<file path="src/fim_pkg.sv">
// Package of types, codes and constants shared by the frame interval monitor.
package fim_pkg;

	// Widths of the time base, the request counter and the registers.
	localparam int TIME_BITS  = 48;
	localparam int COUNT_BITS = 8;
	localparam int REG_BITS   = 20;
	localparam int REG_INDEX_BITS = 2;

	localparam logic [COUNT_BITS-1:0] COUNT_MAX = {COUNT_BITS{1'b1}};

	// Register indexes on the configuration port.
	localparam logic [REG_INDEX_BITS-1:0] REG_MIN_INTERVAL   = 2'd0;
	localparam logic [REG_INDEX_BITS-1:0] REG_MAX_INTERVAL   = 2'd1;
	localparam logic [REG_INDEX_BITS-1:0] REG_BOOST_INTERVAL = 2'd2;
	localparam logic [REG_INDEX_BITS-1:0] REG_IDLE_INTERVAL  = 2'd3;

	// Register values after reset.
	localparam logic [REG_BITS-1:0] MIN_INTERVAL_RESET   = 20'd8333;
	localparam logic [REG_BITS-1:0] MAX_INTERVAL_RESET   = 20'd100000;
	localparam logic [REG_BITS-1:0] BOOST_INTERVAL_RESET = 20'd16666;
	localparam logic [REG_BITS-1:0] IDLE_INTERVAL_RESET  = 20'd33000;

	// Event operation codes.
	localparam logic [2:0] OP_FRAME  = 3'd0;
	localparam logic [2:0] OP_USER   = 3'd1;
	localparam logic [2:0] OP_PANEL  = 3'd2;
	localparam logic [2:0] OP_ENABLE = 3'd3;
	localparam logic [2:0] OP_BLOCK  = 3'd4;
	localparam logic [2:0] OP_TICK   = 3'd5;

	// Result kinds.
	localparam logic [1:0] KIND_STATUS = 2'd0;
	localparam logic [1:0] KIND_REPORT = 2'd1;
	localparam logic [1:0] KIND_NOTICE = 2'd2;
	localparam logic [1:0] KIND_IDLE   = 2'd3;

	typedef logic [TIME_BITS-1:0] time_us_t;
	typedef logic [REG_BITS-1:0]  interval_t;

	// One result item as it is held in the output queue.
	typedef struct packed {
		logic [1:0] kind;
		interval_t  interval_us;
		logic       blocked;
		logic       refused;
		logic       last;
	} fim_result_t;

	// Time since an earlier stamp; a stamp in the future counts as no time at all.
	function automatic time_us_t elapsed(time_us_t now, time_us_t then);
		return (now >= then) ? time_us_t'(now - then) : '0;
	endfunction

	// Clamp to the window; the lower bound is checked first.
	function automatic interval_t clamp_iv(time_us_t v, interval_t lo, interval_t hi);
		if (v < time_us_t'(lo)) begin
			return lo;
		end
		if (v > time_us_t'(hi)) begin
			return hi;
		end
		return v[REG_BITS-1:0];
	endfunction

	// Build one result item.
	function automatic fim_result_t make_result(logic [1:0] kind, interval_t iv,
			logic blk, logic refused, logic last);
		fim_result_t r;
		r.kind        = kind;
		r.interval_us = iv;
		r.blocked     = blk;
		r.refused     = refused;
		r.last        = last;
		return r;
	endfunction

endpackage

</file>
<file path="src/fim_channels.sv">
// Valid/ready channel interfaces for events in and results out.
interface fim_event_if
	import fim_pkg::*;
	();
	logic       valid;
	logic       ready;
	logic [2:0] operation;
	time_us_t   timestamp_us;
	logic       switch_on;

	modport source (output valid, output operation, output timestamp_us, output switch_on,
		input ready);
	modport sink (input valid, input operation, input timestamp_us, input switch_on,
		output ready);
endinterface

interface fim_result_if
	import fim_pkg::*;
	();
	logic       valid;
	logic       ready;
	logic [1:0] kind;
	interval_t  interval_us;
	logic       blocked;
	logic       refused;
	logic       last;

	modport source (output valid, output kind, output interval_us, output blocked,
		output refused, output last, input ready);
	modport sink (input valid, input kind, input interval_us, input blocked,
		input refused, input last, output ready);
endinterface

</file>
<file path="src/fim_out_queue.sv">
// Two-entry result queue that takes one or two results at once and drives the result channel.
module fim_out_queue
	import fim_pkg::*;
	(
	input  logic         clk,
	input  logic         arst_n,
	input  logic         push,
	input  logic         push_two,
	input  fim_result_t  first,
	input  fim_result_t  second,
	output logic [1:0]   fill,
	fim_result_if.source res
);

	fim_result_t entry_q [2];
	logic        wr_ptr_q;
	logic        rd_ptr_q;
	logic [1:0]  count_q;
	logic        pop;

	assign pop  = res.valid && res.ready;
	assign fill = count_q;

	// Head of the queue onto the channel.
	assign res.valid       = (count_q != 2'd0);
	assign res.kind        = entry_q[rd_ptr_q].kind;
	assign res.interval_us = entry_q[rd_ptr_q].interval_us;
	assign res.blocked     = entry_q[rd_ptr_q].blocked;
	assign res.refused     = entry_q[rd_ptr_q].refused;
	assign res.last        = entry_q[rd_ptr_q].last;

	// Storage; a double push lands in both slots in order.
	always_ff @(posedge clk) begin
		if (push) begin
			entry_q[wr_ptr_q] <= first;
			if (push_two) begin
				entry_q[~wr_ptr_q] <= second;
			end
		end
	end

	// Pointers and occupancy.
	always_ff @(posedge clk or negedge arst_n) begin
		if (!arst_n) begin
			wr_ptr_q <= 1'b0;
			rd_ptr_q <= 1'b0;
			count_q  <= 2'd0;
		end else begin
			if (push) begin
				wr_ptr_q <= push_two ? wr_ptr_q : ~wr_ptr_q;
			end
			if (pop) begin
				rd_ptr_q <= ~rd_ptr_q;
			end
			count_q <= count_q + (push ? (push_two ? 2'd2 : 2'd1) : 2'd0)
				- (pop ? 2'd1 : 2'd0);
		end
	end

endmodule

</file>
<file path="src/frame_interval_monitor.sv">
// Top level of the frame interval monitor: event register, event logic and state.
//
//  Channel   Direction  Transfer when         Payload
//  evt       in         evt.valid & ready     operation, timestamp_us, switch_on
//  res       out        res.valid & ready     kind, interval_us, blocked, refused, last
//  cfg_*     in         cfg_we high           cfg_index, cfg_data (no read-back)
//
// An event is registered on transfer and handled from the event register, which
// updates the state and places its one or two results in a two-entry output queue.
// One event per cycle is sustained while results are taken; an unblock yields two
// results and waits until the output queue is empty.
// Reset sets the screen-on flag, clears the other flags, the counter and the times,
// and loads the register reset values.
// The event register holds while the output queue lacks room for its results.
module frame_interval_monitor
	import fim_pkg::*;
	(
	input  logic                      clk,
	input  logic                      arst_n,
	fim_event_if.sink                 evt,
	fim_result_if.source              res,
	input  logic                      cfg_we,
	input  logic [REG_INDEX_BITS-1:0] cfg_index,
	input  interval_t                 cfg_data
);

	// Configuration registers.
	interval_t min_iv_q, max_iv_q, boost_iv_q, idle_iv_q;

	// Monitor state.
	logic                  screen_on_q, enabled_q, block_q, boost_pending_q, long_timeout_q;
	logic [COUNT_BITS-1:0] count_q;
	time_us_t              prev_time_q, last_report_q;

	// Event register.
	logic       valid_s1;
	logic [2:0] op_s1;
	time_us_t   now_s1;
	logic       on_s1;

	// Next state and results of the event held in the register.
	logic                  screen_on_d, enabled_d, block_d, boost_pending_d, long_timeout_d;
	logic [COUNT_BITS-1:0] count_d;
	time_us_t              prev_time_d, last_report_d;
	fim_result_t           first, second;
	logic                  two;
	logic [1:0]            fill;
	logic                  commit;
	time_us_t              since_frame, since_report;
	interval_t             timeout;

	assign since_frame  = elapsed(now_s1, prev_time_q);
	assign since_report = elapsed(now_s1, last_report_q);
	assign timeout      = long_timeout_q ? max_iv_q : idle_iv_q;

	// The event commits once the queue has room for all its results.
	assign commit    = valid_s1 && (two ? (fill == 2'd0) : (fill != 2'd2));
	assign evt.ready = !valid_s1 || commit;

	// Event decode and state update.
	always_comb begin
		screen_on_d     = screen_on_q;
		enabled_d       = enabled_q;
		block_d         = block_q;
		boost_pending_d = boost_pending_q;
		long_timeout_d  = long_timeout_q;
		count_d         = count_q;
		prev_time_d     = prev_time_q;
		last_report_d   = last_report_q;
		first  = make_result(KIND_STATUS, '0, 1'b0, 1'b1, 1'b1);
		second = make_result(KIND_STATUS, '0, 1'b0, 1'b1, 1'b1);
		two    = 1'b0;
		case (op_s1)
			OP_FRAME: begin
				if (enabled_q && screen_on_q) begin
					first = make_result(KIND_REPORT,
						boost_pending_q ? clamp_iv(time_us_t'(min_iv_q), min_iv_q, max_iv_q)
							: clamp_iv(since_frame, min_iv_q, max_iv_q),
						1'b0, 1'b0, 1'b1);
					boost_pending_d = 1'b0;
					prev_time_d     = now_s1;
					last_report_d   = now_s1;
					long_timeout_d  = 1'b0;
				end
			end
			OP_USER: begin
				if (enabled_q) begin
					first = make_result(KIND_REPORT, boost_iv_q, 1'b0, 1'b0, 1'b1);
					boost_pending_d = 1'b1;
					prev_time_d     = now_s1;
					last_report_d   = now_s1;
					long_timeout_d  = 1'b0;
					enabled_d       = screen_on_q;
				end
			end
			OP_PANEL: begin
				if (on_s1 != screen_on_q) begin
					screen_on_d = on_s1;
					if (enabled_q) begin
						first = make_result(KIND_REPORT, boost_iv_q, 1'b0, 1'b0, 1'b1);
						prev_time_d    = now_s1;
						last_report_d  = now_s1;
						long_timeout_d = 1'b0;
						enabled_d      = on_s1;
					end
				end
			end
			OP_ENABLE: begin
				if (on_s1) begin
					count_d = (count_q != COUNT_MAX) ? count_q + 1'b1 : count_q;
				end else begin
					count_d = (count_q != '0) ? count_q - 1'b1 : count_q;
				end
				if (on_s1 != enabled_q) begin
					if (count_d != '0) begin
						if (!enabled_q) begin
							last_report_d  = now_s1;
							long_timeout_d = 1'b0;
						end
						enabled_d = 1'b1;
					end else begin
						enabled_d = 1'b0;
					end
				end
				first = make_result(KIND_STATUS, '0, 1'b0, 1'b0, 1'b1);
			end
			OP_BLOCK: begin
				if (on_s1 == block_q) begin
					first = make_result(KIND_STATUS, '0, 1'b0, 1'b0, 1'b1);
				end else if (on_s1) begin
					block_d = 1'b1;
					first   = make_result(KIND_NOTICE, '0, 1'b1, 1'b0, 1'b1);
				end else begin
					// Unblock: a notice, then the user input action.
					block_d = 1'b0;
					two     = 1'b1;
					first   = make_result(KIND_NOTICE, '0, 1'b0, 1'b0, 1'b0);
					if (enabled_q) begin
						second = make_result(KIND_REPORT, boost_iv_q, 1'b0, 1'b0, 1'b1);
						boost_pending_d = 1'b1;
						prev_time_d     = now_s1;
						last_report_d   = now_s1;
						long_timeout_d  = 1'b0;
						enabled_d       = screen_on_q;
					end
				end
			end
			OP_TICK: begin
				if (enabled_q) begin
					if (since_report < time_us_t'(timeout)) begin
						first = make_result(KIND_STATUS, '0, 1'b0, 1'b0, 1'b1);
					end else begin
						if (screen_on_q) begin
							first = make_result(KIND_IDLE,
								clamp_iv(since_frame, min_iv_q, max_iv_q), 1'b0, 1'b0, 1'b1);
							prev_time_d = now_s1;
						end else begin
							first = make_result(KIND_IDLE, '0, 1'b0, 1'b1, 1'b1);
						end
						last_report_d  = now_s1;
						long_timeout_d = 1'b1;
						enabled_d      = screen_on_q;
					end
				end
			end
			default: begin
				first = make_result(KIND_STATUS, '0, 1'b0, 1'b1, 1'b1);
			end
		endcase
	end

	// Event register payload.
	always_ff @(posedge clk) begin
		if (evt.valid && evt.ready) begin
			op_s1  <= evt.operation;
			now_s1 <= evt.timestamp_us;
			on_s1  <= evt.switch_on;
		end
	end

	// Event register occupancy.
	always_ff @(posedge clk or negedge arst_n) begin
		if (!arst_n) begin
			valid_s1 <= 1'b0;
		end else if (evt.ready) begin
			valid_s1 <= evt.valid;
		end
	end

	// Configuration registers.
	always_ff @(posedge clk or negedge arst_n) begin
		if (!arst_n) begin
			min_iv_q   <= MIN_INTERVAL_RESET;
			max_iv_q   <= MAX_INTERVAL_RESET;
			boost_iv_q <= BOOST_INTERVAL_RESET;
			idle_iv_q  <= IDLE_INTERVAL_RESET;
		end else if (cfg_we) begin
			case (cfg_index)
				REG_MIN_INTERVAL:   min_iv_q   <= cfg_data;
				REG_MAX_INTERVAL:   max_iv_q   <= cfg_data;
				REG_BOOST_INTERVAL: boost_iv_q <= cfg_data;
				REG_IDLE_INTERVAL:  idle_iv_q  <= cfg_data;
				default: begin
				end
			endcase
		end
	end

	// Monitor state, updated when an event commits.
	always_ff @(posedge clk or negedge arst_n) begin
		if (!arst_n) begin
			screen_on_q     <= 1'b1;
			enabled_q       <= 1'b0;
			block_q         <= 1'b0;
			boost_pending_q <= 1'b0;
			long_timeout_q  <= 1'b0;
			count_q         <= '0;
			prev_time_q     <= '0;
			last_report_q   <= '0;
		end else if (commit) begin
			screen_on_q     <= screen_on_d;
			enabled_q       <= enabled_d;
			block_q         <= block_d;
			boost_pending_q <= boost_pending_d;
			long_timeout_q  <= long_timeout_d;
			count_q         <= count_d;
			prev_time_q     <= prev_time_d;
			last_report_q   <= last_report_d;
		end
	end

	fim_out_queue u_out_queue (
		.clk      (clk),
		.arst_n   (arst_n),
		.push     (commit),
		.push_two (two),
		.first    (first),
		.second   (second),
		.fill     (fill),
		.res      (res)
	);

endmodule
</file>
<file path="src/flat_wrapper.sv">
// flat-port wrapper written by rule: the top's interface ports become plain ports
module frame_interval_monitor_flat import fim_pkg::*;
  (clk, arst_n, cfg_we, cfg_index, cfg_data, evt_valid, evt_operation, evt_timestamp_us, evt_switch_on, evt_ready, res_valid, res_kind, res_interval_us, res_blocked, res_refused, res_last, res_ready);
  fim_event_if evt_i ();
  fim_result_if res_i ();
  input  logic clk;
  input  logic arst_n;
  input  logic cfg_we;
  input  logic [REG_INDEX_BITS-1:0] cfg_index;
  input  interval_t cfg_data;
  input wire logic [$bits(evt_i.valid)-1:0] evt_valid;
  input wire logic [$bits(evt_i.operation)-1:0] evt_operation;
  input wire logic [$bits(evt_i.timestamp_us)-1:0] evt_timestamp_us;
  input wire logic [$bits(evt_i.switch_on)-1:0] evt_switch_on;
  output wire logic [$bits(evt_i.ready)-1:0] evt_ready;
  output wire logic [$bits(res_i.valid)-1:0] res_valid;
  output wire logic [$bits(res_i.kind)-1:0] res_kind;
  output wire logic [$bits(res_i.interval_us)-1:0] res_interval_us;
  output wire logic [$bits(res_i.blocked)-1:0] res_blocked;
  output wire logic [$bits(res_i.refused)-1:0] res_refused;
  output wire logic [$bits(res_i.last)-1:0] res_last;
  input wire logic [$bits(res_i.ready)-1:0] res_ready;
  assign evt_i.valid = evt_valid;
  assign evt_i.operation = evt_operation;
  assign evt_i.timestamp_us = evt_timestamp_us;
  assign evt_i.switch_on = evt_switch_on;
  assign evt_ready = evt_i.ready;
  assign res_valid = res_i.valid;
  assign res_kind = res_i.kind;
  assign res_interval_us = res_i.interval_us;
  assign res_blocked = res_i.blocked;
  assign res_refused = res_i.refused;
  assign res_last = res_i.last;
  assign res_i.ready = res_ready;
  frame_interval_monitor u_core (.clk(clk), .arst_n(arst_n), .evt(evt_i), .res(res_i), .cfg_we(cfg_we), .cfg_index(cfg_index), .cfg_data(cfg_data));
endmodule
</file>
<file path="config.mk">
export PLATFORM = sky130hd
export DESIGN_NAME = frame_interval_monitor_flat
export DESIGN_NICKNAME = d
export VERILOG_FILES = /design/src/fim_pkg.sv /design/src/fim_channels.sv /design/src/fim_out_queue.sv /design/src/frame_interval_monitor.sv /design/src/flat_wrapper.sv
export SDC_FILE = /design/constraint.sdc
export NUM_CORES = 1
export LEC_CHECK = 0
export ABC_AREA = 1
export BUFFER_PORTS_ARGS = -buffer_cell sky130_fd_sc_hd__buf_2
export CAP_MARGIN = 20
export CORE_MARGIN = 4
export CORE_UTILIZATION = 30
export DETAILED_ROUTE_END_ITERATION = 12
export SYNTH_ARGS = -nofsm -noshare
export SYNTH_HDL_FRONTEND = slang
export SYNTH_SLANG_ARGS = --single-unit
export TNS_END_PERCENT = 10
</file>
<file path="constraint.sdc">
create_clock -name clk -period 6.6 [get_ports clk]
set_clock_uncertainty 0.15 [all_clocks]
set_input_delay 0.66 -clock clk [delete_from_list [all_inputs] [get_ports clk]]
set_output_delay 0.66 -clock clk [all_outputs]
set_load 0.05 [all_outputs]
</file>
==> impl_results.md, run 1 <==
- Most frequent cells in the layout: nand2_1 (1,169), inv_1 (612), nor2_1 (306), o21ai_0 (263), nand3_1 (203)
- DR vias/cell: about 4.8
- Post-route setup slack: 0.939 ns
- Clock buffer count from CTS: 36
- Initial antenna violation count: 0
- Period minus WS final: 5.66 ns
- Multiplexer share of the synthesized area: 0.0417%
- Synthesized cell area: 24,000 sq um
- Clk_lat worst skew: 0.58 ns
- Compound-Gate Fraction of Synth Area: about 13%
- CP startpoint kind: register
- Largest net degree at the start of global routing: around 150
- CP Class: reg -> reg
- Layout Nets: 3,976
- Row count: roughly 100
- Worst Hold Class: in -> reg
- Clock sink count: slightly below 300
- Share of the synthesized area in the top cell type: 18.3%
- Slew Limit Fails: 0
- Sequential fraction of the synthesis area: 32.8%
- #FFs+latches synth: a little under 300
- R2R Path Start: u_core.now_s1[0]
- Worst setup startpoint: u_core.now_s1[0]
- Reg2Reg Setup Slack: 0.94 ns
- Synth top area cells: nand2_1 (18%), dfrtp_1 (18%), edfxtp_1 (12%)
- Vias in the first global route: about 22k
- Worst-margin pin slew: 1.01 ns
- Io pins: ~110
- Achievable Freq: ~180 MHz
- Largest area contributor in the netlist: nand2_1
- Post-Synth Simple-Gate Area: a little under a third
- Worst r2r dst: u_core.prev_time_q[42]
- Clock root buffer master: clkbuf_16
- Clock tree from TritonCTS: yes
- H-tree Lvls: 2
- Most common library cell in the layout ignoring fill and taps: nand2_1
- Post-Syn Nets: 3,901
- Global-route wire length before repair: 124,000 microns
- TNS Setup: 0 ns
- Pre-CTS setup slack: 1.09 ns
- Worst-path maximum fanout: 96
- Leakage power total: 0.0136 uW
- Core area: roughly 80,000 sq um
- DRT Pass-1 Iters: 5
- # DRC: 0
- 1st-iter DRT viols: 1,971
- Initial Util: between 30% and 40%
- Final setup fails: 0
- CP arrival: 5.87 ns
- ANT nets after route: 0
- Worst EP required: 6.81 ns
- Drt wl/cell: 16.6 microns
- Synth cell types: 57
- Worst hold start: evt_operation[1]
- Worst hold stages: 1
- Hold path endpoint: u_core.op_s1[1]
- Slew HR: 32.7%
- Die width: 291 microns
- Reg clk slew, reported paths: 0.06 ns
- Vias: 23.1k
- Syn Area/Cell: 6.61 sq um
- Hold-fix buffers, CTS: 1
- EDFF count, synth: 96
- N_diodes: 0
- Post-Synth XOR/XNOR Area: ~1.9%
- Gr ovfl total: 0
- Part of the cycle the worst path needs: 85.8%
- Hpwl dp: 63,600 microns
- Asr flop ratio synth: 65.5%
- Post-Synth Adder-Cell Area: 9.70%
- Overall routed net length: 79,700 microns
- Post-synth top flop: dfrtp_1
- Cell Area, Placed: between 20,000 and 30,000 sq um
- GP Congestion: 0.969
- Count of cells along the worst register-to-register path: 26
- Max_cap viols: 0
- Status: complete, no violations
- P&R area growth vs syn: 11.5%
- Share of cells above drive strength 1: 6.93%
- Gr usage total: 18.5%
- RSZ-0062 raised after global routing: false
- Final hold vios: 0
- Max VDD drop: ~0.22 mV
- Max Root-Sink Buffers: 3
- Fin area: 26,800 sq um
- Die area: between 80,000 and 90,000 sq um
- Post-CTS Resized: 0
- PwrDens: 490 nW/um^2
- Yosys warns: 0
- Largest family of logic cells by synthesized area: simple AND/OR/NAND/NOR gates
- Post-CTS setup buffers: 0
- Die Ht: 291 microns
- Cells after Synth: ~3.6k
- Kind of end point of the critical path: register
- PortBufs: 105
power by group:
group	internal, uW	switching (uW)
logic	2670	5600
clock network	1100	814
registers	2520	426
total	6280	6840
synth_stat cells (5+ instances only):
cell type	n
nand3b_1	7
a31oi_1	6
o21ai_0	263
nor3_1	26
buf_2	25
a21oi_1	179
o21ai_1	50
dfxtp_1	6
buf_6	11
or2_2	19
clkbuf_1	44
nand2_1	1169
inv_1	613
o21ai_2	5
nand3_1	205
xor2_1	32
dfstp_2	22
nand4_1	62
ha_1	183
nor2_1	308
nand2_2	9
dfrtp_1	172
o21bai_1	23
xnor2_1	19
a211oi_1	8
a21o_1	9
buf_4	5
edfxtp_1	96
state kept, by name (all words and copies together) (netlist names), 2 cells and up:
name,flops
u_core.boost_iv_q,20
u_core.count_q,8
u_core.idle_iv_q,20
u_core.last_report_q,48
u_core.max_iv_q,20
u_core.min_iv_q,20
u_core.now_s1,48
u_core.op_s1,3
u_core.prev_time_q,48
u_core.u_out_queue.entry_q,50
u_core.u_out_queue.fill,2
metal layers:
| metal | global-route usage, % | part of all wire, % | vias up |
|---|---|---|---|
| li1 | - | - | 11700 |
| met1 | 25.7 | 46 | 10500 |
| met2 | 29.3 | 44 | 740 |
| met3 | 2.26 | 6.1 | 127 |
| met4 | 7.04 | 4.1 | 0 |
| met5 | 0 | 0 | - |
worst max path at each step:
stage | slack [ns] | endpoint
floorplan | 2.03 | u_core.u_out_queue.entry_q[0][17]
global placement | 1.21 | u_core.u_out_queue.entry_q[1][19]
detailed placement | 1.09 | u_core.prev_time_q[42]
CTS | 1.03 | u_core.prev_time_q[42]
global route | 0.44 | u_core.prev_time_q[47]
finish | 0.94 | u_core.prev_time_q[42]
stage by stage:
step	power, uW	util, %	hold slack (ns)	cells
after floorplan	8820	-	0.214	3637
after global placement	11100	32.4	0.295	4721
after detailed placement	11100	32.4	0.303	4721
after CTS	13100	33.8	0.0786	4787
after global routing	14400	33.9	0.0979	4789
final	13100	33.9	0.111	4789
logic make-up (layout without fill, tap and decap cells):
family	count (synthesis)	count (layout)
muxes	1	1
DFF	296	296
adders and majority gates	185	185
buffers and inverters	707	809
and+or+nand+nor	1829	1829
xor gates and xnor gates	51	51
AOI/OAI and AO/OA	568	568
area by class of cell:
cell class | count | area [sq um]
fillers | 8632 | 52300
multi-input cells | 2634 | 13400
flip-flops and latches | 296 | 7890
inverters | 614 | 2300
well taps | 1050 | 1310
clock buffers | 50 | 1020
repair buffers | 130 | 790
clock inverters | 15 | 106
worst max-delay path: stages (launching register included):
cell and delay [ns]:
edfxtp_1 0.36, inv_1 0.12, ha_1 0.27, inv_1 0.11, fa_1 0.44, nand3_1 0.11
nand3_1 0.13, nand2_1 0.09, nand2_1 0.09, nand2_1 0.10, nand2_1 0.13, nand2_1 0.10
nand4_2 0.49, nand3_1 0.27, inv_1 0.07, ha_1 0.31, nand2_1 0.07, inv_1 0.06
nand3_1 0.07, a31oi_1 0.07, a2111oi_0 0.44, nand2_1 0.10, nand2_1 0.11, nand3_2 0.16
nand4_4 0.12, buf_4 0.65, o21ai_0 0.20
(Power assumes the default switching activity.)
==> run 2, diff against run 1 <==
--- a/config.mk
+++ b/config.mk
@@ -5,9 +5,9 @@
 export SDC_FILE = /design/constraint.sdc
 export NUM_CORES = 1
 export LEC_CHECK = 0
-export ABC_AREA = 1
 export BUFFER_PORTS_ARGS = -buffer_cell sky130_fd_sc_hd__buf_2
 export CAP_MARGIN = 20
+export CORE_ASPECT_RATIO = 1.2
 export CORE_MARGIN = 4
 export CORE_UTILIZATION = 30
 export DETAILED_ROUTE_END_ITERATION = 12
==> impl_results.md, run 2 <==
- Syn Area/Cell: 9.02 sq um (was 6.61 sq um)
- Worst Hold Class: in -> reg (unchanged)
- Worst r2r dst: u_core.u_out_queue.entry_q[0][16] (was u_core.prev_time_q[42])
- PortBufs: 105 (unchanged)
- Top reg by flops: u_core.u_out_queue.entry_q (unchanged)
- Share of the synthesized area in the top cell type: 19.1% (was 18.3%)
- Count of cells along the worst register-to-register path: 30 (was 26)
- Largest area contributor in the netlist: dfrtp_1 (was nand2_1)
- Cells after Synth: 2,495 (was 3,637)
- Synthesized cell area: 22,500 sq um (was 24,000 sq um)
- Sequential fraction of the synthesis area: 35.0% (was 32.8%)
- Drt wl/cell: 19.5 microns (was 16.6 microns)
- Period minus WS final: 6.68 ns (was 5.66 ns)
- Initial Util: 30.4% (about the same)
- CP arrival: 6.83 ns (was 5.87 ns)
- EDFF count, synth: 96 (unchanged)
- Worst-path maximum fanout: 19 (was 96)
- Yosys warns: 0 (unchanged)
- Worst-margin pin slew: 1.10 ns (was 1.01 ns)
- Vias: 20.3k (was 23.1k)
- Max Root-Sink Buffers: 3 (unchanged)
- Slowest library cell on the worst path: edfxtp_1 (was buf_4)
- Most common library cell in the layout ignoring fill and taps: nand2_1 (unchanged)
- CP Class: reg -> reg (unchanged)
- GP Congestion: 0.928 (was 0.969)
- Synth cell types: 91 (was 57)
- CP startpoint kind: register (unchanged)
- Fin area: 27,800 sq um (was 26,800 sq um)
- # DRC: 0 (unchanged)
- Pre-CTS setup slack: -0.561 ns (was 1.09 ns)
- Most frequent cells in the layout: nand2_1 (245), buf_4 (244), inv_1 (186), a21oi_1 (181), ha_1 (178) (was nand2_1 (1,169), inv_1 (612), nor2_1 (306), o21ai_0 (263), nand3_1 (203))
- Die width: 258 microns (was 291 microns)
- Slew HR: 26.5% (was 32.7%)
- Clock sink count: 296 (unchanged)
- Placed cell count: 3,734 (was 4,721)
- Io pins: 106 (unchanged)
- Status: finished, violations left (was complete, no violations)
- Final setup fails: 95 (was 0)
- Clock buffer count from CTS: 39 (was 36)
- Synth top area cells: dfrtp_1 (19%), edfxtp_1 (13%), ha_1 (10%) (was nand2_1 (18%), dfrtp_1 (18%), edfxtp_1 (12%))
- N_diodes: 0 (unchanged)
- Achievable Freq: 150 MHz (was 177 MHz)
- Initial antenna violation count: 1 (was 0)
- Reg clk slew, reported paths: 0.06 ns (about the same)
- Crit path buf inv count: 6 (was 5)
- Clock root buffer master: clkbuf_16 (unchanged)
- Clk_lat worst skew: 0.58 ns (about the same)
- Worst hold start: evt_timestamp_us[8] (was evt_operation[1])
- P&R area growth vs syn: 23.3% (was 11.5%)
- Share of cells above drive strength 1: 25.0% (was 6.93%)
- #FFs+latches synth: 296 (unchanged)
- Max VDD drop: 0.262 mV (was 0.220 mV)
- Cell Area, Placed: 25,900 sq um (was 25,600 sq um)
- H-tree Lvls: 2 (unchanged)
- Gr usage total: 18.2% (was 18.5%)
- Post-route setup slack: -0.0822 ns (was 0.939 ns)
- WP depth: 30 (was 26)
- Worst hold stages: 1 (unchanged)
- R2R Path Start: u_core.now_s1[10] (was u_core.now_s1[0])
- Hold path endpoint: u_core.now_s1[8] (was u_core.op_s1[1])
- DRT Pass-1 Iters: 6 (was 5)
- Die area: 79,500 sq um (was 84,700 sq um)
- RSZ-0062 raised after global routing: true (was false)
- Worst EP required: 6.75 ns (was 6.81 ns)
- PwrDens: 581 nW/um^2 (was 490 nW/um^2)
- Layout Nets: 3,054 (was 3,976)
- Asr flop ratio synth: 65.5% (unchanged)
- Slew Limit Fails: 0 (unchanged)
- Clock tree from TritonCTS: yes (unchanged)
- Post-Syn Nets: 2,759 (was 3,901)
- Part of the cycle the worst path needs: 101% (was 85.8%)
- Cell Count, Final, Fillers Out: 3,819 (was 4,789)
- Max reg flops: 50 (unchanged)
- ANT nets after route: 0 (unchanged)
- Final hold vios: 0 (unchanged)
- Count leader, synth: nand2_1 (unchanged)
- Die Ht: 308 microns (was 291 microns)
- DR vias/cell: 5.31 (was 4.83)
- Vias in the first global route: 19.9k (was 21.7k)
- Gr ovfl total: 0 (unchanged)
- Worst hold slack: 0.123 ns (was 0.111 ns)
- Post-synth top flop: dfrtp_1 (unchanged)
- Largest net degree at the start of global routing: 123 (was 151)
- Max incr delay on CP: 0.50 ns (was 0.65 ns)
- Global-route wire length before repair: 115,000 microns (was 124,000 microns)
- Reg2Reg Setup Slack: -0.08 ns (was 0.94 ns)
- Leakage power total: 0.0123 uW (was 0.0136 uW)
- 1st-iter DRT viols: 1,447 (was 1,971)
- Hpwl dp: 58,100 microns (was 63,600 microns)
- Failing checks: negative setup slack
- Core area: 74,100 sq um (was 79,100 sq um)
- Kind of end point of the critical path: register (unchanged)
- Commonest cells in the netlist: nand2_1 (245), a21oi_1 (190), inv_1 (188) (was nand2_1 (1,169), inv_1 (613), nor2_1 (308))
- Overall routed net length: 74,500 microns (was 79,700 microns)
- Crit path top cell by count: buf_6 (was nand2_1)
- Delay-heaviest family, CP: compound AO/OA/AOI/OAI gates (was simple AND/OR/NAND/NOR gates)
- Row count: 109 (was 103)
- Max_cap viols: 0 (unchanged)
[run 2: cell count changes after synthesis, moves of 23 or more]
cell / change
o21ai_1: -31
nand3_1: -179
mux2_2: +159
nand2_1: -924
mux2_1: +26
inv_1: -425
o21ai_0: -126
or3_1: +23
nor3_1: +26
mux2i_1: +27
a211o_1: +25
nor2_1: -130
a21o_1: +48
clkbuf_1: +37
[run 2: cells by family (layout without fill, tap and decap cells)]
| group | after synthesis | in the layout | synth area share [%] |
|---|---|---|---|
| buffers and inverters | 310 | 635 | 5.46 |
| XOR/XNOR | 65 | 65 | 2.53 |
| adder cells (fa/ha/maj) | 185 | 185 | 10.3 |
| flip-flops | 296 | 296 | 35.0 |
| AND/OR/NAND/NOR | 722 | 722 | 15.4 |
| AO/OA/AOI/OAI | 704 | 704 | 20.8 |
| multiplexers | 213 | 213 | 10.5 |
[run 2: worst register-to-register path: cells and delay by family, from the launching register on]
| kind | cells | cell delay [ns] |
|---|---|---|
| and+or+nand+nor | 11 | 2.11 |
| buffers and inverters | 6 | 0.92 |
| DFF | 1 | 0.50 |
| AOI/OAI and AO/OA | 11 | 2.18 |
| adders and majority gates | 2 | 0.58 |
[run 2: through the flow]
| stage | TNS (ns) | utilization (%) | power (uW) |
|---|---|---|---|
| floorplan | 0 | - | 9640 |
| finish | -3.39 | 37.5 | 16100 |
| global route | -40.04 | 37.5 | 17400 |
| CTS | -0.933 | 37.2 | 15900 |
| global placement | -51.82 | 34.9 | 13300 |
| detailed placement | -68.34 | 34.9 | 13400 |
[run 2: per-layer routing]
layer  GRT usage (%)  vias up  share of wire, %
li1                -     9777                 -
met1            22.6     9708                42
met4            7.52        0               4.5
met3            2.78      153               5.5
met2            31.7      653                48
met5               0        -                 0
[run 2: power by group]
part           switching [uW]  internal (uW)  total [uW]
clock                     875           1310        2190
combinational            6240           4720       11000
sequential                446           2550        2990
total                    7560           8580       16100
[run 2: area by class of cell]
cell class	instances	area, sq um
Inverter	190	713
Fill cell	7538	46300
Timing Repair Buffer	374	2790
Sequential cell	296	7890
Multi-Input combinational cell	1889	13800
Clock inverter	18	186
Tap cell	999	1250
Clock buffer	53	1120
[run 2: what timing repair did]
action                                  CTS  global route
gates resized for setup                  42            54
gates cloned                              2             0
endpoints found under the setup margin  143           143
endpoints found under the hold margin    22             0
setup buffers                            12             1
hold buffers                              1             0
pin swaps                                49            27
[run 2: worst max-delay path by stage]
stage / start / endpoint / slack, ns
global placement: u_core.now_s1[0] / u_core.u_out_queue.entry_q[1][10] / -0.43
detailed placement: u_core.now_s1[0] / u_core.u_out_queue.entry_q[1][11] / -0.56
global route: u_core.now_s1[0] / u_core.u_out_queue.entry_q[1][22] / -0.41
CTS: u_core.now_s1[0] / u_core.u_out_queue.entry_q[1][11] / -0.09
floorplan: u_core.now_s1[0] / u_core.prev_time_q[23] / 0.03
finish: u_core.now_s1[10] / u_core.u_out_queue.entry_q[0][16] / -0.08
==> run 3, diff against run 2 <==
==> constraint.sdc (replaced) <==
create_clock -name clk -period 8 [get_ports clk]
set_clock_uncertainty 0.15 [all_clocks]
set_input_delay 0.8 -clock clk [delete_from_list [all_inputs] [get_ports clk]]
set_output_delay 0.8 -clock clk [all_outputs]
set_load 0.05 [all_outputs]
==> impl_results.md, run 3 (synthesized netlist as in run 2, its figures left out) <==
- P&R area growth vs syn: 12.7% (was 23.3%)
- Slowest library cell on the worst path: o31ai_1 (was edfxtp_1)
- Max reg flops: 50 (unchanged)
- Achievable Freq: 130 MHz (was 150 MHz)
- Initial antenna violation count: 5 (was 1)
- Most frequent cells in the layout: nand2_1 (245), a21oi_1 (189), inv_1 (188), ha_1 (183), nor2_1 (177) (was nand2_1 (245), buf_4 (244), inv_1 (186), a21oi_1 (181), ha_1 (178))
- Kind of end point of the critical path: register (unchanged)
- Hold-fix buffers, CTS: 0 (was 1)
- Final setup fails: 0 (was 95)
- CP Class: reg -> reg (unchanged)
- Gr ovfl total: 0 (unchanged)
- Clock sink count: 296 (unchanged)
- Post-CTS setup buffers: 0 (was 12)
- Drt wl/cell: 20.4 microns (was 19.5 microns)
- TNS Setup: 0 ns (was -3.39 ns)
- DRT Pass-1 Iters: 6 (unchanged)
- Gr usage total: 18.0% (was 18.2%)
- Vias in the first global route: 19.3k (was 19.9k)
- Top reg by flops: u_core.u_out_queue.entry_q (unchanged)
- Global-route wire length before repair: 114,000 microns (was 115,000 microns)
- Worst-path maximum fanout: 49 (was 19)
- Core area: 74,100 sq um (unchanged)
- Share of cells above drive strength 1: 16.2% (was 25.0%)
- ANT nets after route: 0 (unchanged)
- GP Congestion: 0.943 (was 0.928)
- Register Area: 7890 sq um (unchanged)
- Hpwl dp: 56,500 microns (was 58,100 microns)
- Fill cells: 7,671 (was 7,538)
- Clock root buffer master: clkbuf_16 (unchanged)
- Cell Area, Placed: 24,200 sq um (was 25,900 sq um)
- Reg clk slew, reported paths: 0.06 ns (about the same)
- Row count: 109 (unchanged)
- H-tree Lvls: 2 (unchanged)
- Largest net degree at the start of global routing: 89 (was 123)
- Die width: 258 microns (unchanged)
- Vias: 19.5k (was 20.3k)
- # DRC: 0 (unchanged)
- DR vias/cell: 5.44 (was 5.31)
- PortBufs: 105 (unchanged)
- Overall routed net length: 73,200 microns (was 74,500 microns)
- Slew Limit Fails: 0 (unchanged)
- Max VDD drop: 0.216 mV (was 0.262 mV)
- CP startpoint kind: register (unchanged)
- CP arrival: 7.98 ns (was 6.83 ns)
- Slew HR: 28.7% (was 26.5%)
- Worst Hold Class: in -> async (was in -> reg)
- Period minus WS final: 7.70 ns (was 6.68 ns)
- Final hold vios: 0 (unchanged)
- Max_cap viols: 0 (unchanged)
- Io pins: 106 (unchanged)
- Leakage power total: 0.0109 uW (was 0.0123 uW)
- Max incr delay on CP: 0.54 ns (was 0.50 ns)
- Die area: 79,500 sq um (unchanged)
- Status: complete, no violations (was finished, violations left)
- Clock tree from TritonCTS: yes (unchanged)
- Multi-input gate area: 13,400 sq um (was 13,800 sq um)
- Layout Nets: 2,822 (was 3,054)
- Clk_lat worst skew: 0.58 ns (about the same)
- Most common library cell in the layout ignoring fill and taps: nand2_1 (unchanged)
- Clock buffer count from CTS: 38 (was 39)
- RSZ-0062 raised after global routing: false (was true)
- Part of the cycle the worst path needs: 96.3% (was 101%)
- 1st-iter DRT viols: 1,483 (was 1,447)
- Initial Util: 30.4% (unchanged)
- PwrDens: 466 nW/um^2 (was 581 nW/um^2)
- Fin area: 25,400 sq um (was 27,800 sq um)
- Die Ht: 308 microns (unchanged)
- Worst hold slack: 0.141 ns (was 0.123 ns)
- Max Root-Sink Buffers: 3 (unchanged)
- Worst EP required: 8.28 ns (was 6.75 ns)
- Worst-margin pin slew: 1.07 ns (was 1.10 ns)
run 3: final timing paths:
check | startpoint | to | slack, ns | cells past startpoint
worst max-delay path | u_core.now_s1[0] | u_core.prev_time_q[31] | 0.30 | 29
worst min-delay path | arst_n | u_core.last_report_q[31] | 0.14 | 1
worst max register to register | u_core.now_s1[0] | u_core.prev_time_q[31] | 0.30 | 29
worst min register to register | u_core.u_out_queue.entry_q[0][24] | u_core.u_out_queue.entry_q[0][24] | 0.31 | 2
max in group asynchronous | arst_n | u_core.boost_iv_q[7] | 6.27 | 2
min in group clk | evt_timestamp_us[40] | u_core.now_s1[40] | 0.25 | 1
run 3: layer usage:
| layer | track usage (%) | up-vias | part of all wire, % |
|---|---|---|---|
| met3 | 2.88 | 148 | 5.7 |
| met4 | 6.65 | 0 | 3.8 |
| li1 | - | 9320 | - |
| met1 | 22.5 | 9426 | 42 |
| met2 | 31.3 | 642 | 49 |
| met5 | 0 | - | 0 |
run 3: area by class of cell:
cell class,count,area share (%)
clock inverters,8,0.232
well taps,999,4.92
flip-flops and latches,296,31.1
inverters,190,2.81
repair buffers,143,3.58
diodes,1,0.00986
multi-input cells,1889,52.9
clock buffers,62,4.46
run 3: per-stage QoR:
step,setup slack (ns),std cells,total power [uW],utilization (%)
floorplan,1.03,2495,7930,-
global placement,0.631,3515,10000,32.6
detailed placement,0.394,3516,10100,32.6
CTS,0.322,3586,11800,34.2
global route,0.0000773,3588,12800,34.3
finish,0.297,3588,11800,34.3
run 3: timing repair:
item	in CTS	in global routing
gates resized for setup	0	1
endpoints found under the setup margin	0	75
endpoints found under the hold margin	0	0
run 3: worst max-delay path: cells and delay by family, from the launching register on:
family | cells | cell delay (ns)
AO/OA/AOI/OAI | 10 | 2.44
adder cells (fa/ha/maj) | 3 | 0.88
AND/OR/NAND/NOR | 10 | 2.37
buffers and inverters | 5 | 0.91
flip-flops | 1 | 0.35
multiplexers | 1 | 0.37
run 3: power by group:
part	switching [uW]	total, uW	internal [uW]
Combinational	4870	7740	2870
Clock	688	1660	969
Sequential	346	2440	2100
Total	5900	11800	5940
